### config.mk
export PLATFORM = sky130hd
export DESIGN_NAME = joystick_change_event_generator
export DESIGN_NICKNAME = d
export VERILOG_FILES = /design/src/sv/jceg_pkg.sv /design/src/sv/jceg_front.sv /design/src/sv/jceg_queue.sv /design/src/sv/jceg_back.sv /design/src/sv/joystick_change_event_generator.sv
export SDC_FILE = /design/constraint.sdc
export NUM_CORES = 2
export LEC_CHECK = 0
export BUFFER_PORTS_ARGS = -buffer_cell sky130_fd_sc_hd__buf_2
export CELL_PAD_IN_SITES_DETAIL_PLACEMENT = 0
export CELL_PAD_IN_SITES_GLOBAL_PLACEMENT = 1
export CORE_UTILIZATION = 57
export CTS_CLUSTER_SIZE = 20
export DETAILED_ROUTE_END_ITERATION = 10
export GPL_ROUTABILITY_DRIVEN = 0
export PLACE_DENSITY_LB_ADDON = 0.1
export RECOVER_POWER = 100
export SETUP_SLACK_MARGIN = 0.4
export SLEW_MARGIN = 30
export SYNTH_ARGS = -nofsm -noshare
export SYNTH_HDL_FRONTEND = slang
export SYNTH_SLANG_ARGS = --single-unit
export TNS_END_PERCENT = 20
### constraint.sdc
create_clock -name clk_i -period 13.3 [get_ports clk_i]
set_input_delay 0.665 -clock clk_i [delete_from_list [all_inputs] [get_ports clk_i]]
set_output_delay 0.665 -clock clk_i [all_outputs]
set_load 0.05 [all_outputs]
### src/sv/jceg_pkg.sv
package jceg_pkg;

  localparam int NUM_STICKS_DEF = 8;
  localparam int NUM_BUTTONS    = 24;
  localparam int AXIS_BITS      = 16;

  localparam int NUM_AXES   = 6;
  localparam int STICK_W    = 3;
  localparam int AXIS_IN_W  = 16;
  localparam int BTN_IN_W   = 24;
  localparam int WHICH_W    = 5;
  localparam int VALUE_W    = 16;
  localparam int CNT_W      = 4;

  // Stored axis width and number of buttons that can raise events.
  localparam int AXIS_W   = (AXIS_BITS < AXIS_IN_W) ? AXIS_BITS : AXIS_IN_W;
  localparam int BTN_EV   = (NUM_BUTTONS < BTN_IN_W) ? NUM_BUTTONS : BTN_IN_W;
  localparam int BTN_W    = (BTN_EV > 1) ? $clog2(BTN_EV) : 1;
  localparam int NUM_EV   = NUM_AXES + BTN_EV;
  localparam int EV_IDX_W = $clog2(NUM_EV);
  localparam int AX_IDX_W = 3;

  localparam int QUEUE_DEPTH = 2;

  localparam int ADDR_W = 3;
  localparam logic [ADDR_W-1:0] REG_ENABLE      = 3'h0;
  localparam logic [ADDR_W-1:0] REG_STICK_COUNT = 3'h4;

  localparam logic KIND_BUTTON = 1'b0;
  localparam logic KIND_AXIS   = 1'b1;

  typedef struct packed {
    logic             enable;
    logic [CNT_W-1:0] stick_count;
  } jceg_cfg_t;

  // One sample that produced at least one event, with its change mask.
  typedef struct packed {
    logic [STICK_W-1:0]               stick;
    logic [NUM_AXES-1:0][AXIS_W-1:0]  axis;
    logic [BTN_EV-1:0]                buttons;
    logic [NUM_EV-1:0]                mask;
  } jceg_job_t;

endpackage

### src/sv/jceg_front.sv
module jceg_front
  import jceg_pkg::*;
#(
  parameter int NUM_STICKS = NUM_STICKS_DEF
) (
  input  logic                          clk_i,
  input  logic                          rst_ni,
  input  jceg_cfg_t                     cfg_i,
  input  logic                          in_valid_i,
  output logic                          in_ready_o,
  input  logic [STICK_W-1:0]            stick_i,
  input  logic [NUM_AXES-1:0][AXIS_IN_W-1:0] axis_i,
  input  logic [BTN_IN_W-1:0]           buttons_i,
  output logic                          job_valid_o,
  input  logic                          job_ready_i,
  output jceg_job_t                     job_o
);

  localparam int SW = (NUM_STICKS > 1) ? $clog2(NUM_STICKS) : 1;

  logic [NUM_AXES-1:0][AXIS_W-1:0] axis_q    [NUM_STICKS];
  logic [BTN_IN_W-1:0]             buttons_q [NUM_STICKS];

  logic [CNT_W-1:0]                stick_ext;
  logic [SW-1:0]                   idx;
  logic                            active;
  logic                            accept;
  logic [NUM_AXES-1:0][AXIS_W-1:0] axis_new;
  logic [NUM_EV-1:0]               mask;

  assign stick_ext = {1'b0, stick_i};
  assign idx       = stick_ext[SW-1:0];
  assign active    = cfg_i.enable && (stick_ext < cfg_i.stick_count) &&
                     ({2'b00, stick_i} < 5'(NUM_STICKS));

  // A sample is held while the queue is full, even if it would be dropped.
  assign in_ready_o = job_ready_i;
  assign accept     = in_valid_i && job_ready_i;

  always_comb begin
    for (int a = 0; a < NUM_AXES; a++) begin
      axis_new[a] = axis_i[a][AXIS_W-1:0];
      mask[a]     = (axis_new[a] != axis_q[idx][a]);
    end
    for (int b = 0; b < BTN_EV; b++) begin
      mask[NUM_AXES + b] = buttons_i[b] ^ buttons_q[idx][b];
    end
  end

  assign job_valid_o   = accept && active && (mask != '0);
  assign job_o.stick   = stick_i;
  assign job_o.axis    = axis_new;
  assign job_o.buttons = buttons_i[BTN_EV-1:0];
  assign job_o.mask    = mask;

  // The state moves to the sample as it is taken, so a following sample of
  // the same stick compares against it at once.
  always_ff @(posedge clk_i or negedge rst_ni) begin
    if (!rst_ni) begin
      for (int s = 0; s < NUM_STICKS; s++) begin
        axis_q[s]    <= '0;
        buttons_q[s] <= '0;
      end
    end else if (accept && active) begin
      axis_q[idx]    <= axis_new;
      buttons_q[idx] <= buttons_i;
    end
  end

endmodule

### src/sv/jceg_queue.sv
module jceg_queue
  import jceg_pkg::*;
(
  input  logic      clk_i,
  input  logic      rst_ni,
  input  logic      in_valid_i,
  output logic      in_ready_o,
  input  jceg_job_t in_job_i,
  output logic      out_valid_o,
  input  logic      out_ready_i,
  output jceg_job_t out_job_o
);

  localparam int PW = (QUEUE_DEPTH > 1) ? $clog2(QUEUE_DEPTH) : 1;

  jceg_job_t     entry_q [QUEUE_DEPTH];
  logic [PW-1:0] wr_ptr_q, wr_ptr_d;
  logic [PW-1:0] rd_ptr_q, rd_ptr_d;
  logic [PW:0]   count_q, count_d;
  logic          push, pop;

  assign in_ready_o  = (count_q < (PW+1)'(QUEUE_DEPTH));
  assign out_valid_o = (count_q != '0);
  assign out_job_o   = entry_q[rd_ptr_q];
  assign push        = in_valid_i && in_ready_o;
  assign pop         = out_valid_o && out_ready_i;

  always_comb begin
    wr_ptr_d = wr_ptr_q;
    rd_ptr_d = rd_ptr_q;
    count_d  = count_q;
    if (push) begin
      wr_ptr_d = (wr_ptr_q == PW'(QUEUE_DEPTH - 1)) ? '0 : wr_ptr_q + 1'b1;
    end
    if (pop) begin
      rd_ptr_d = (rd_ptr_q == PW'(QUEUE_DEPTH - 1)) ? '0 : rd_ptr_q + 1'b1;
    end
    if (push && !pop) begin
      count_d = count_q + 1'b1;
    end else if (pop && !push) begin
      count_d = count_q - 1'b1;
    end
  end

  always_ff @(posedge clk_i or negedge rst_ni) begin
    if (!rst_ni) begin
      wr_ptr_q <= '0;
      rd_ptr_q <= '0;
      count_q  <= '0;
    end else begin
      wr_ptr_q <= wr_ptr_d;
      rd_ptr_q <= rd_ptr_d;
      count_q  <= count_d;
    end
  end

  always_ff @(posedge clk_i) begin
    if (push) begin
      entry_q[wr_ptr_q] <= in_job_i;
    end
  end

endmodule

### src/sv/jceg_back.sv
module jceg_back
  import jceg_pkg::*;
(
  input  logic               clk_i,
  input  logic               rst_ni,
  input  logic               job_valid_i,
  output logic               job_ready_o,
  input  jceg_job_t          job_i,
  output logic               out_valid_o,
  input  logic               out_ready_i,
  output logic               kind_o,
  output logic [STICK_W-1:0] stick_o,
  output logic [WHICH_W-1:0] which_o,
  output logic [VALUE_W-1:0] value_o,
  output logic               last_o
);

  logic                busy_q, busy_d;
  jceg_job_t           job_q, job_d;
  logic                out_valid_q, out_valid_d;
  logic                kind_q, kind_d;
  logic [STICK_W-1:0]  stick_q, stick_d;
  logic [WHICH_W-1:0]  which_q, which_d;
  logic [VALUE_W-1:0]  value_q, value_d;
  logic                last_q, last_d;

  logic [EV_IDX_W-1:0] ev_idx;
  logic [EV_IDX_W-1:0] btn_off;
  logic [NUM_EV-1:0]   rest;
  logic                adv, emit, load;

  // Lowest pending change goes first: axes X..V, then buttons from bit 0.
  always_comb begin
    ev_idx = '0;
    for (int i = NUM_EV - 1; i >= 0; i--) begin
      if (job_q.mask[i]) begin
        ev_idx = EV_IDX_W'(i);
      end
    end
  end

  assign btn_off = ev_idx - EV_IDX_W'(NUM_AXES);
  assign rest    = job_q.mask & ~(NUM_EV'(1) << ev_idx);
  assign adv     = !out_valid_q || out_ready_i;
  assign emit    = busy_q && adv;

  // The next job loads in the cycle that sends the last event of this one.
  assign job_ready_o = !busy_q || (adv && (rest == '0));
  assign load        = job_valid_i && job_ready_o;

  always_comb begin
    busy_d      = busy_q;
    job_d       = job_q;
    out_valid_d = out_valid_q;
    kind_d      = kind_q;
    stick_d     = stick_q;
    which_d     = which_q;
    value_d     = value_q;
    last_d      = last_q;

    if (emit) begin
      out_valid_d = 1'b1;
      stick_d     = job_q.stick;
      last_d      = (rest == '0);
      if (ev_idx < EV_IDX_W'(NUM_AXES)) begin
        kind_d  = KIND_AXIS;
        which_d = WHICH_W'(ev_idx);
        value_d = VALUE_W'(job_q.axis[ev_idx[AX_IDX_W-1:0]]);
      end else begin
        kind_d  = KIND_BUTTON;
        which_d = WHICH_W'(btn_off);
        value_d = VALUE_W'(job_q.buttons[btn_off[BTN_W-1:0]]);
      end
      busy_d     = (rest != '0);
      job_d.mask = rest;
    end else if (adv) begin
      out_valid_d = 1'b0;
    end

    if (load) begin
      busy_d = 1'b1;
      job_d  = job_i;
    end
  end

  always_ff @(posedge clk_i or negedge rst_ni) begin
    if (!rst_ni) begin
      busy_q      <= 1'b0;
      out_valid_q <= 1'b0;
    end else begin
      busy_q      <= busy_d;
      out_valid_q <= out_valid_d;
    end
  end

  always_ff @(posedge clk_i) begin
    job_q   <= job_d;
    kind_q  <= kind_d;
    stick_q <= stick_d;
    which_q <= which_d;
    value_q <= value_d;
    last_q  <= last_d;
  end

  assign out_valid_o = out_valid_q;
  assign kind_o      = kind_q;
  assign stick_o     = stick_q;
  assign which_o     = which_q;
  assign value_o     = value_q;
  assign last_o      = last_q;

endmodule

### src/sv/joystick_change_event_generator.sv
// The first event of a sample reaches the master side through the job queue, the back's job
// register and its output register. Throughput: one event beat per cycle while m_axis_tready
// allows, set by the event sequencer. New samples are taken while the job queue has room.
// Reset: all remembered axis values and button words clear to zero, enable and stick_count
// clear to zero, and the job queue and output register empty.
module joystick_change_event_generator
  import jceg_pkg::*;
#(
  parameter int NUM_STICKS = NUM_STICKS_DEF
) (
  input  logic               clk_i,
  input  logic               rst_ni,

  // Sample stream. tdata, from bit 0 up: stick[2:0], axis_x[18:3], axis_y[34:19],
  // axis_z[50:35], axis_r[66:51], axis_u[82:67], axis_v[98:83], buttons[122:99], zero fill.
  input  logic               s_axis_tvalid,
  output logic               s_axis_tready,
  input  logic [127:0]       s_axis_tdata,

  // Event stream. tdata, from bit 0 up: stick_out[2:0], which[7:3], new_value[23:8].
  // tuser: kind (0 button, 1 axis). tlast: last event of the sample.
  output logic               m_axis_tvalid,
  input  logic               m_axis_tready,
  output logic [23:0]        m_axis_tdata,
  output logic [0:0]         m_axis_tuser,
  output logic               m_axis_tlast,

  // Register port: enable at 0x0, stick_count at 0x4.
  input  logic               psel,
  input  logic               penable,
  input  logic               pwrite,
  input  logic [ADDR_W-1:0]  paddr,
  input  logic [31:0]        pwdata,
  output logic [31:0]        prdata,
  output logic               pready
);

  jceg_cfg_t cfg_q, cfg_d;

  logic [NUM_AXES-1:0][AXIS_IN_W-1:0] axis_in;
  logic                               f_job_valid, f_job_ready;
  jceg_job_t                          f_job;
  logic                               b_job_valid, b_job_ready;
  jceg_job_t                          b_job;
  logic                               ev_kind;
  logic [STICK_W-1:0]                 ev_stick;
  logic [WHICH_W-1:0]                 ev_which;
  logic [VALUE_W-1:0]                 ev_value;

  // Register port. Writes land at the access phase; pready never stalls.
  assign pready = 1'b1;

  always_comb begin
    cfg_d = cfg_q;
    if (psel && penable && pwrite) begin
      case (paddr)
        REG_ENABLE:      cfg_d.enable      = pwdata[0];
        REG_STICK_COUNT: cfg_d.stick_count = pwdata[CNT_W-1:0];
        default:         cfg_d = cfg_q;
      endcase
    end
  end

  always_comb begin
    case (paddr)
      REG_ENABLE:      prdata = {31'd0, cfg_q.enable};
      REG_STICK_COUNT: prdata = {{(32 - CNT_W){1'b0}}, cfg_q.stick_count};
      default:         prdata = '0;
    endcase
  end

  always_ff @(posedge clk_i or negedge rst_ni) begin
    if (!rst_ni) begin
      cfg_q <= '0;
    end else begin
      cfg_q <= cfg_d;
    end
  end

  // Unpack the six axes from the sample beat, X first.
  always_comb begin
    for (int a = 0; a < NUM_AXES; a++) begin
      axis_in[a] = s_axis_tdata[STICK_W + a*AXIS_IN_W +: AXIS_IN_W];
    end
  end

  // The front compares the sample with the remembered state of its stick,
  // updates that state and hands the change mask on as one job.
  jceg_front #(
    .NUM_STICKS (NUM_STICKS)
  ) u_front (
    .clk_i       (clk_i),
    .rst_ni      (rst_ni),
    .cfg_i       (cfg_q),
    .in_valid_i  (s_axis_tvalid),
    .in_ready_o  (s_axis_tready),
    .stick_i     (s_axis_tdata[STICK_W-1:0]),
    .axis_i      (axis_in),
    .buttons_i   (s_axis_tdata[STICK_W + NUM_AXES*AXIS_IN_W +: BTN_IN_W]),
    .job_valid_o (f_job_valid),
    .job_ready_i (f_job_ready),
    .job_o       (f_job)
  );

  // A short queue lets new samples come in while events of earlier ones drain.
  jceg_queue u_queue (
    .clk_i       (clk_i),
    .rst_ni      (rst_ni),
    .in_valid_i  (f_job_valid),
    .in_ready_o  (f_job_ready),
    .in_job_i    (f_job),
    .out_valid_o (b_job_valid),
    .out_ready_i (b_job_ready),
    .out_job_o   (b_job)
  );

  // The back walks the change mask and sends one event beat per cycle, while
  // m_axis_tready allows, through its output register.
  jceg_back u_back (
    .clk_i       (clk_i),
    .rst_ni      (rst_ni),
    .job_valid_i (b_job_valid),
    .job_ready_o (b_job_ready),
    .job_i       (b_job),
    .out_valid_o (m_axis_tvalid),
    .out_ready_i (m_axis_tready),
    .kind_o      (ev_kind),
    .stick_o     (ev_stick),
    .which_o     (ev_which),
    .value_o     (ev_value),
    .last_o      (m_axis_tlast)
  );

  assign m_axis_tdata = {ev_value, ev_which, ev_stick};
  assign m_axis_tuser = ev_kind;

endmodule
=== Word level (Yosys, flattened, before mapping) ===
Memories as Yosys holds them, arrays and structs flattened.
Cells that the tools add are included.

* Input bits: 170
* Output and inout port bits: 61
* Memories: 1
* Flip-flop bits (word level): 1150
* Memory bits (writable): 306

* Muxes and demuxes: 62
* Shifts and indexed selects: 1
* Reduce and logical (&&, ||, !) cells: 29
* Bitwise logic cells: 27
* Eq/ne operators: 7
* $add $sub $neg: 5
* Order comparisons: 7

{| class="wikitable"
|+ Memories
! name !! depth !! bits a word !! rd ports !! clocked after Yosys merged registers in !! wr ports !! line !! RTL
|-
| u_queue.entry_q || 2 || 153 || 1 || 0 || 1 || jceg_queue.sv:16 || <nowiki>jceg_job_t entry_q [QUEUE_DEPTH];</nowiki>
|}

{| class="wikitable"
|+ Operators with widths
! kind !! number
|-
| bitwise mux 768 bit || 1
|-
| binary-select mux 96 bit (select 3 bit) || 1
|-
| demux 96 bit (select 3 bit) || 1
|-
| two-way mux 96 bit || 3
|-
| bitwise mux 192 bit || 1
|-
| two-way mux 5 bit || 31
|-
| inequality test 16 bit || 6
|-
| binary-select mux 24 bit (select 3 bit) || 1
|-
| demux 24 bit (select 3 bit) || 1
|-
| two-way mux 24 bit || 3
|-
| two-way mux 30 bit || 2
|-
| nonzero test 30 bit || 2
|-
| binary-select mux 16 bit (select 3 bit) || 1
|-
| bitwise AND 30 bit || 1
|-
| logical NOT 30 bit || 1
|-
| NOT 30 bit || 1
|-
| left shift 1 x 5 -> 30 bit, first input constant || 1
|-
| XOR 1 bit || 24
|-
| two-way mux 16 bit || 1
|-
| logical AND 1 bit || 13
|-
| two-way mux 1 bit || 11
|-
| case mux 4 bit (2 select lines) || 1
|-
| nonzero test 2 bit || 4
|-
| < comparator 5 x 6 -> 1 bit, second input constant || 1
|-
| other kinds (18) || 25
|}

=== Longest topological paths before layout ===
* Depth in word-level cells: 40
* Depth in mapped cells: 20
* Mapped depth without buffers: 15

=== By module ===
A second synthesis with hierarchy kept.

* Cells, all modules: 4067
* Area, all modules: 65529.1 um^2

{| class="wikitable"
|+ By module, submodules not included
! module !! cells each !! times used !! area an instance (um^2)
|-
| jceg_front || 2941 || 1 || 45245.9
|-
| jceg_queue || 493 || 1 || 11464.7
|-
| jceg_back || 583 || 1 || 8334.2
|-
| joystick_change_event_generator || 50 || 1 || 484.2
|}

=== Worst setup path before layout ===
No wires, ideal clock.

* Path type: input to register
* Start point: input port s_axis_tdata[1]
* End point: memory u_queue.entry_q[0][0] (netlist bit) (enable)
* Data required time: 12.632 ns
* Path slack: 3.112 ns
* Cell stages on the path: 15
* Buffers on the path: 5
* Data arrival time: 9.520 ns
* Path through: buf_2 > clkbuf_1 > nor3b_1 > clkbuf_1 > buf_1 > buf_1 > a22oi_1 > nand4_1 > xor2_1 > nor4_1 > nand2_1 > nor2_1 > nand4_1 > nand2_1 > nor2_1

{| class="wikitable"
|+ RTL lines
! item !! line !! RTL
|-
| start: declaration || joystick_change_event_generator.sv:18 || <nowiki>input logic [127:0] s_axis_tdata,</nowiki>
|-
| end: declaration || jceg_queue.sv:16 ||
|}

==> run summary <==
status -> complete, but fails checks
violated checks -> max-capacitance violations, max-slew violations
total number of vias -> 38300
fin crit share -> 75.2%
vias per cell -> 6.50
final net count -> 4456
most frequent cells in the layout -> 1099 x mux2_2, 971 x dfrtp_1, 485 x edfxtp_1
PostCTS Resize Cnt -> 0
dpl ws -> 5.62 ns
CP required -> 13.66 ns
root buffer cell -> clkbuf_16
Setup crit start kind -> input port
Post-DP Area -> 65000 um^2
GRT met2 Usage -> 45.5%
worst setup slack after layout -> 3.29 ns
Remaining Overflow, GRT -> 0
CP startpoint -> s_axis_tdata[0]
Inserted Clock Buffers -> 152
hold violation total from the final report -> 0
layout cell share with drive strength beyond 1 -> 32.5%
CTS H-tree depth -> 4
PortBufs -> 168
P_leak -> 30.3 nW
Psw -> 2.09 mW
Hold WS -> 0.142 ns
busiest grt layer -> met1
clk_skew -> 0.0243 ns
RSZ-0062 raised after global routing -> no
fin cells -> 5896
Final Cell Area -> 69500 um^2
max-slew violation count -> 1362
Clock Latency Late Sink -> 0.76 ns
Hold Crit Class -> input port to flip-flop
cell area after synthesis -> 63100 um^2
IO Count -> 231
largest net degree at the start of global routing -> 183
Ys Warns -> 0
Peak Freq -> 99.9 MHz
utilization after layout -> 63.5%
Core ar. -> 109000 um^2
Worst Path Arrival -> 10.36 ns
standard-cell rows -> 121
Placed Instances -> 5602
Slew HR -> -281%
Synth Flop Type -> dfrtp_1
synth unique cells -> 83
DIE HEIGHT -> 335 um
HPWL Detailed -> 98.7 mm
hold_sp -> pwdata[2]
first-pass GRT wire length -> 254 mm
post-route ant nets -> 0
final setup fails -> 0
CP endpoint kind -> flip-flop
#FFs+latches synth -> 1456
worst slew pin tran -> 5.71 ns
CTS clk-pin slew, worst paths -> 0.06 ns
Switching Fraction -> 22.8%
Initial Util -> 57.7%
drt drc -> 0
CTS tree -> done
R2R Path End -> u_back.job_q[20]
hold endpoint -> cfg_q[2]
WS Path Type -> input port to flip-flop
hold_buf cts -> 1
DR iter-0 viols -> 3666
initial antenna violation count -> 30
syn avg cell area -> 14.7 um^2
overall power -> 9.19 mW
TritonRoute pass-1 iters -> 8
Die Area -> 112000 um^2
clock share of power -> 45.0%
max-cap violation count -> 33
hold path cells -> 2
r2r setup slk -> 5.01 ns
grt met3 use -> 6.64%
Area growth, synth to finish -> 10.1%
Int Pwr -> 7.10 mW
r2r worst-path depth -> 13
vias in the first global route -> 38100
Peak VDD IR -> 0.126 mV
sequential area share after synthesis -> 61.6%
P per Cell Area -> 132 nW/um^2
final-layout fill cell count -> 8275
number of synthesized flops with an enable pin -> 485
r2r startpoint -> u_back.job_q[11]
Final Routed Wirelength -> 170 mm
postcts setup bufs -> 0
most common cell after layout, fill and taps aside -> mux2_2
part of the power in registers -> 50.6%
drt wl/cell -> 28.9 um
Fin Setup TNS -> 0 ns
Sink Count -> 1456
crit path max fanout -> 64
Syn Inst Count -> 4295
clock buffer depth -> 3
Die X -> 335 um
met1 usage -> 45.6%
combinational share of power -> 4.4%
Total GRT Usage -> 30.7%
asr flop ratio synth -> 66.7%
Final min period -> 10.01 ns
[worst max-delay path by stage]
stage	to	slack, ns	cells after the start
2_1_floorplan	u_queue.entry_q[0][0]	3.11	15
3_3_place_gp	u_queue.entry_q[0][56]	5.32	15
3_5_place_dp	u_queue.entry_q[1][134]	5.62	14
4_1_cts	u_queue.entry_q[1][141]	6.38	14
5_1_grt	u_queue.entry_q[1][119]	3.14	13
6_report	u_queue.entry_q[1][123]	3.29	13
[power groups by stage]
| stage | Combinational [mW] | Sequential [mW] | Clock (mW) |
|---|---|---|---|
| detailed placement | 0.413 | 4.74 | 0 |
| CTS | 0.414 | 4.65 | 4.20 |
| global route | 0.431 | 4.65 | 4.38 |
| global placement | 0.410 | 4.74 | 0 |
| floorplan | 0.185 | 4.75 | 0 |
| finish | 0.404 | 4.65 | 4.13 |
[state kept, by name, indices dropped and copies added, names as in the netlist]
name	count
u_back.stick_o	3
u_queue.rd_ptr_q	1
u_back.out_valid_o	1
u_back.which_o	5
u_back.busy_q	1
u_front.buttons_q	192
u_back.value_o	16
u_back.kind_o	1
u_queue.wr_ptr_q	1
cfg_q	5
u_queue.entry_q	306
u_queue.count_q	2
u_back.job_q	153
u_front.axis_q	768
u_back.last_o	1
[area by class of cell]
type	instances	area [um^2]	share of cell area [%]
diodes	11	27.5	0.0396
clock buffers	218	4330	6.23
clock inverters	63	502	0.722
inverters	31	116	0.168
multi-input cells	2393	22400	32.3
flip-flops and latches	1456	38900	56.0
well taps	1476	1850	2.66
repair buffers	248	1320	1.90
[synth_stat cells (all sizes together), types with 10 or more instances]
cell type | count | area share [%]
nor3 | 36 | 0.29
inv | 31 | 0.18
xor2 | 43 | 0.60
nor4b | 20 | 0.28
o22ai | 17 | 0.17
nand4b | 39 | 0.54
dfrtp | 971 | 39
clkbuf | 279 | 1.7
a21oi | 24 | 0.20
nand4 | 64 | 0.63
nand3 | 45 | 0.36
a2111oi | 28 | 0.40
nand2 | 37 | 0.22
edfxtp | 485 | 23
a222oi | 16 | 0.25
or4b | 14 | 0.22
o2111ai | 14 | 0.19
or4 | 10 | 0.12
and3 | 14 | 0.14
and2 | 19 | 0.19
mux2i | 69 | 1.1
a22o | 98 | 1.4
and4b | 25 | 0.40
o21ai | 14 | 0.11
nor4 | 32 | 0.32
a22oi | 235 | 2.8
nor2 | 31 | 0.18
nor4bb | 34 | 0.54
a221oi | 38 | 0.53
buf | 163 | 1.2
mux2 | 1122 | 20
a31o | 11 | 0.15
and4 | 48 | 0.67
xnor2 | 62 | 0.86
[per-layer routing]
layer / wire, um / part of all wire [%] / up-vias
li1: - / - / 16300
met2: 76000 / 45 / 1337
met5: 207 / 0.12 / -
met4: 4040 / 2.4 / 36
met3: 13400 / 7.9 / 295
met1: 76700 / 45 / 20300
[logic make-up after synthesis]
family / after synthesis / synth area share [%]
DFF: 1456 / 61.6
muxes: 1192 / 21.2
AOI/OAI and AO/OA: 550 / 6.96
and+or+nand+nor: 513 / 5.65
buffers and inverters: 473 / 3.08
xor gates and xnor gates: 105 / 1.46
adders and majority gates: 4 / 0.0793
other: 2 / 0.0119
[critical path, stage by stage]
cell and delay [ns]:
clkbuf_1 2.01, and3b_1 1.24, clkbuf_1 1.65, a22oi_1 0.17
nand3_1 0.22, xor2_1 0.08, nor4_1 0.83, nand4_1 0.48
nor4bb_2 0.81, nand4_1 0.47, and3_4 0.48, buf_4 0.45
buf_4 0.55
No activity file was read; power rests on OpenSTA's default activity.
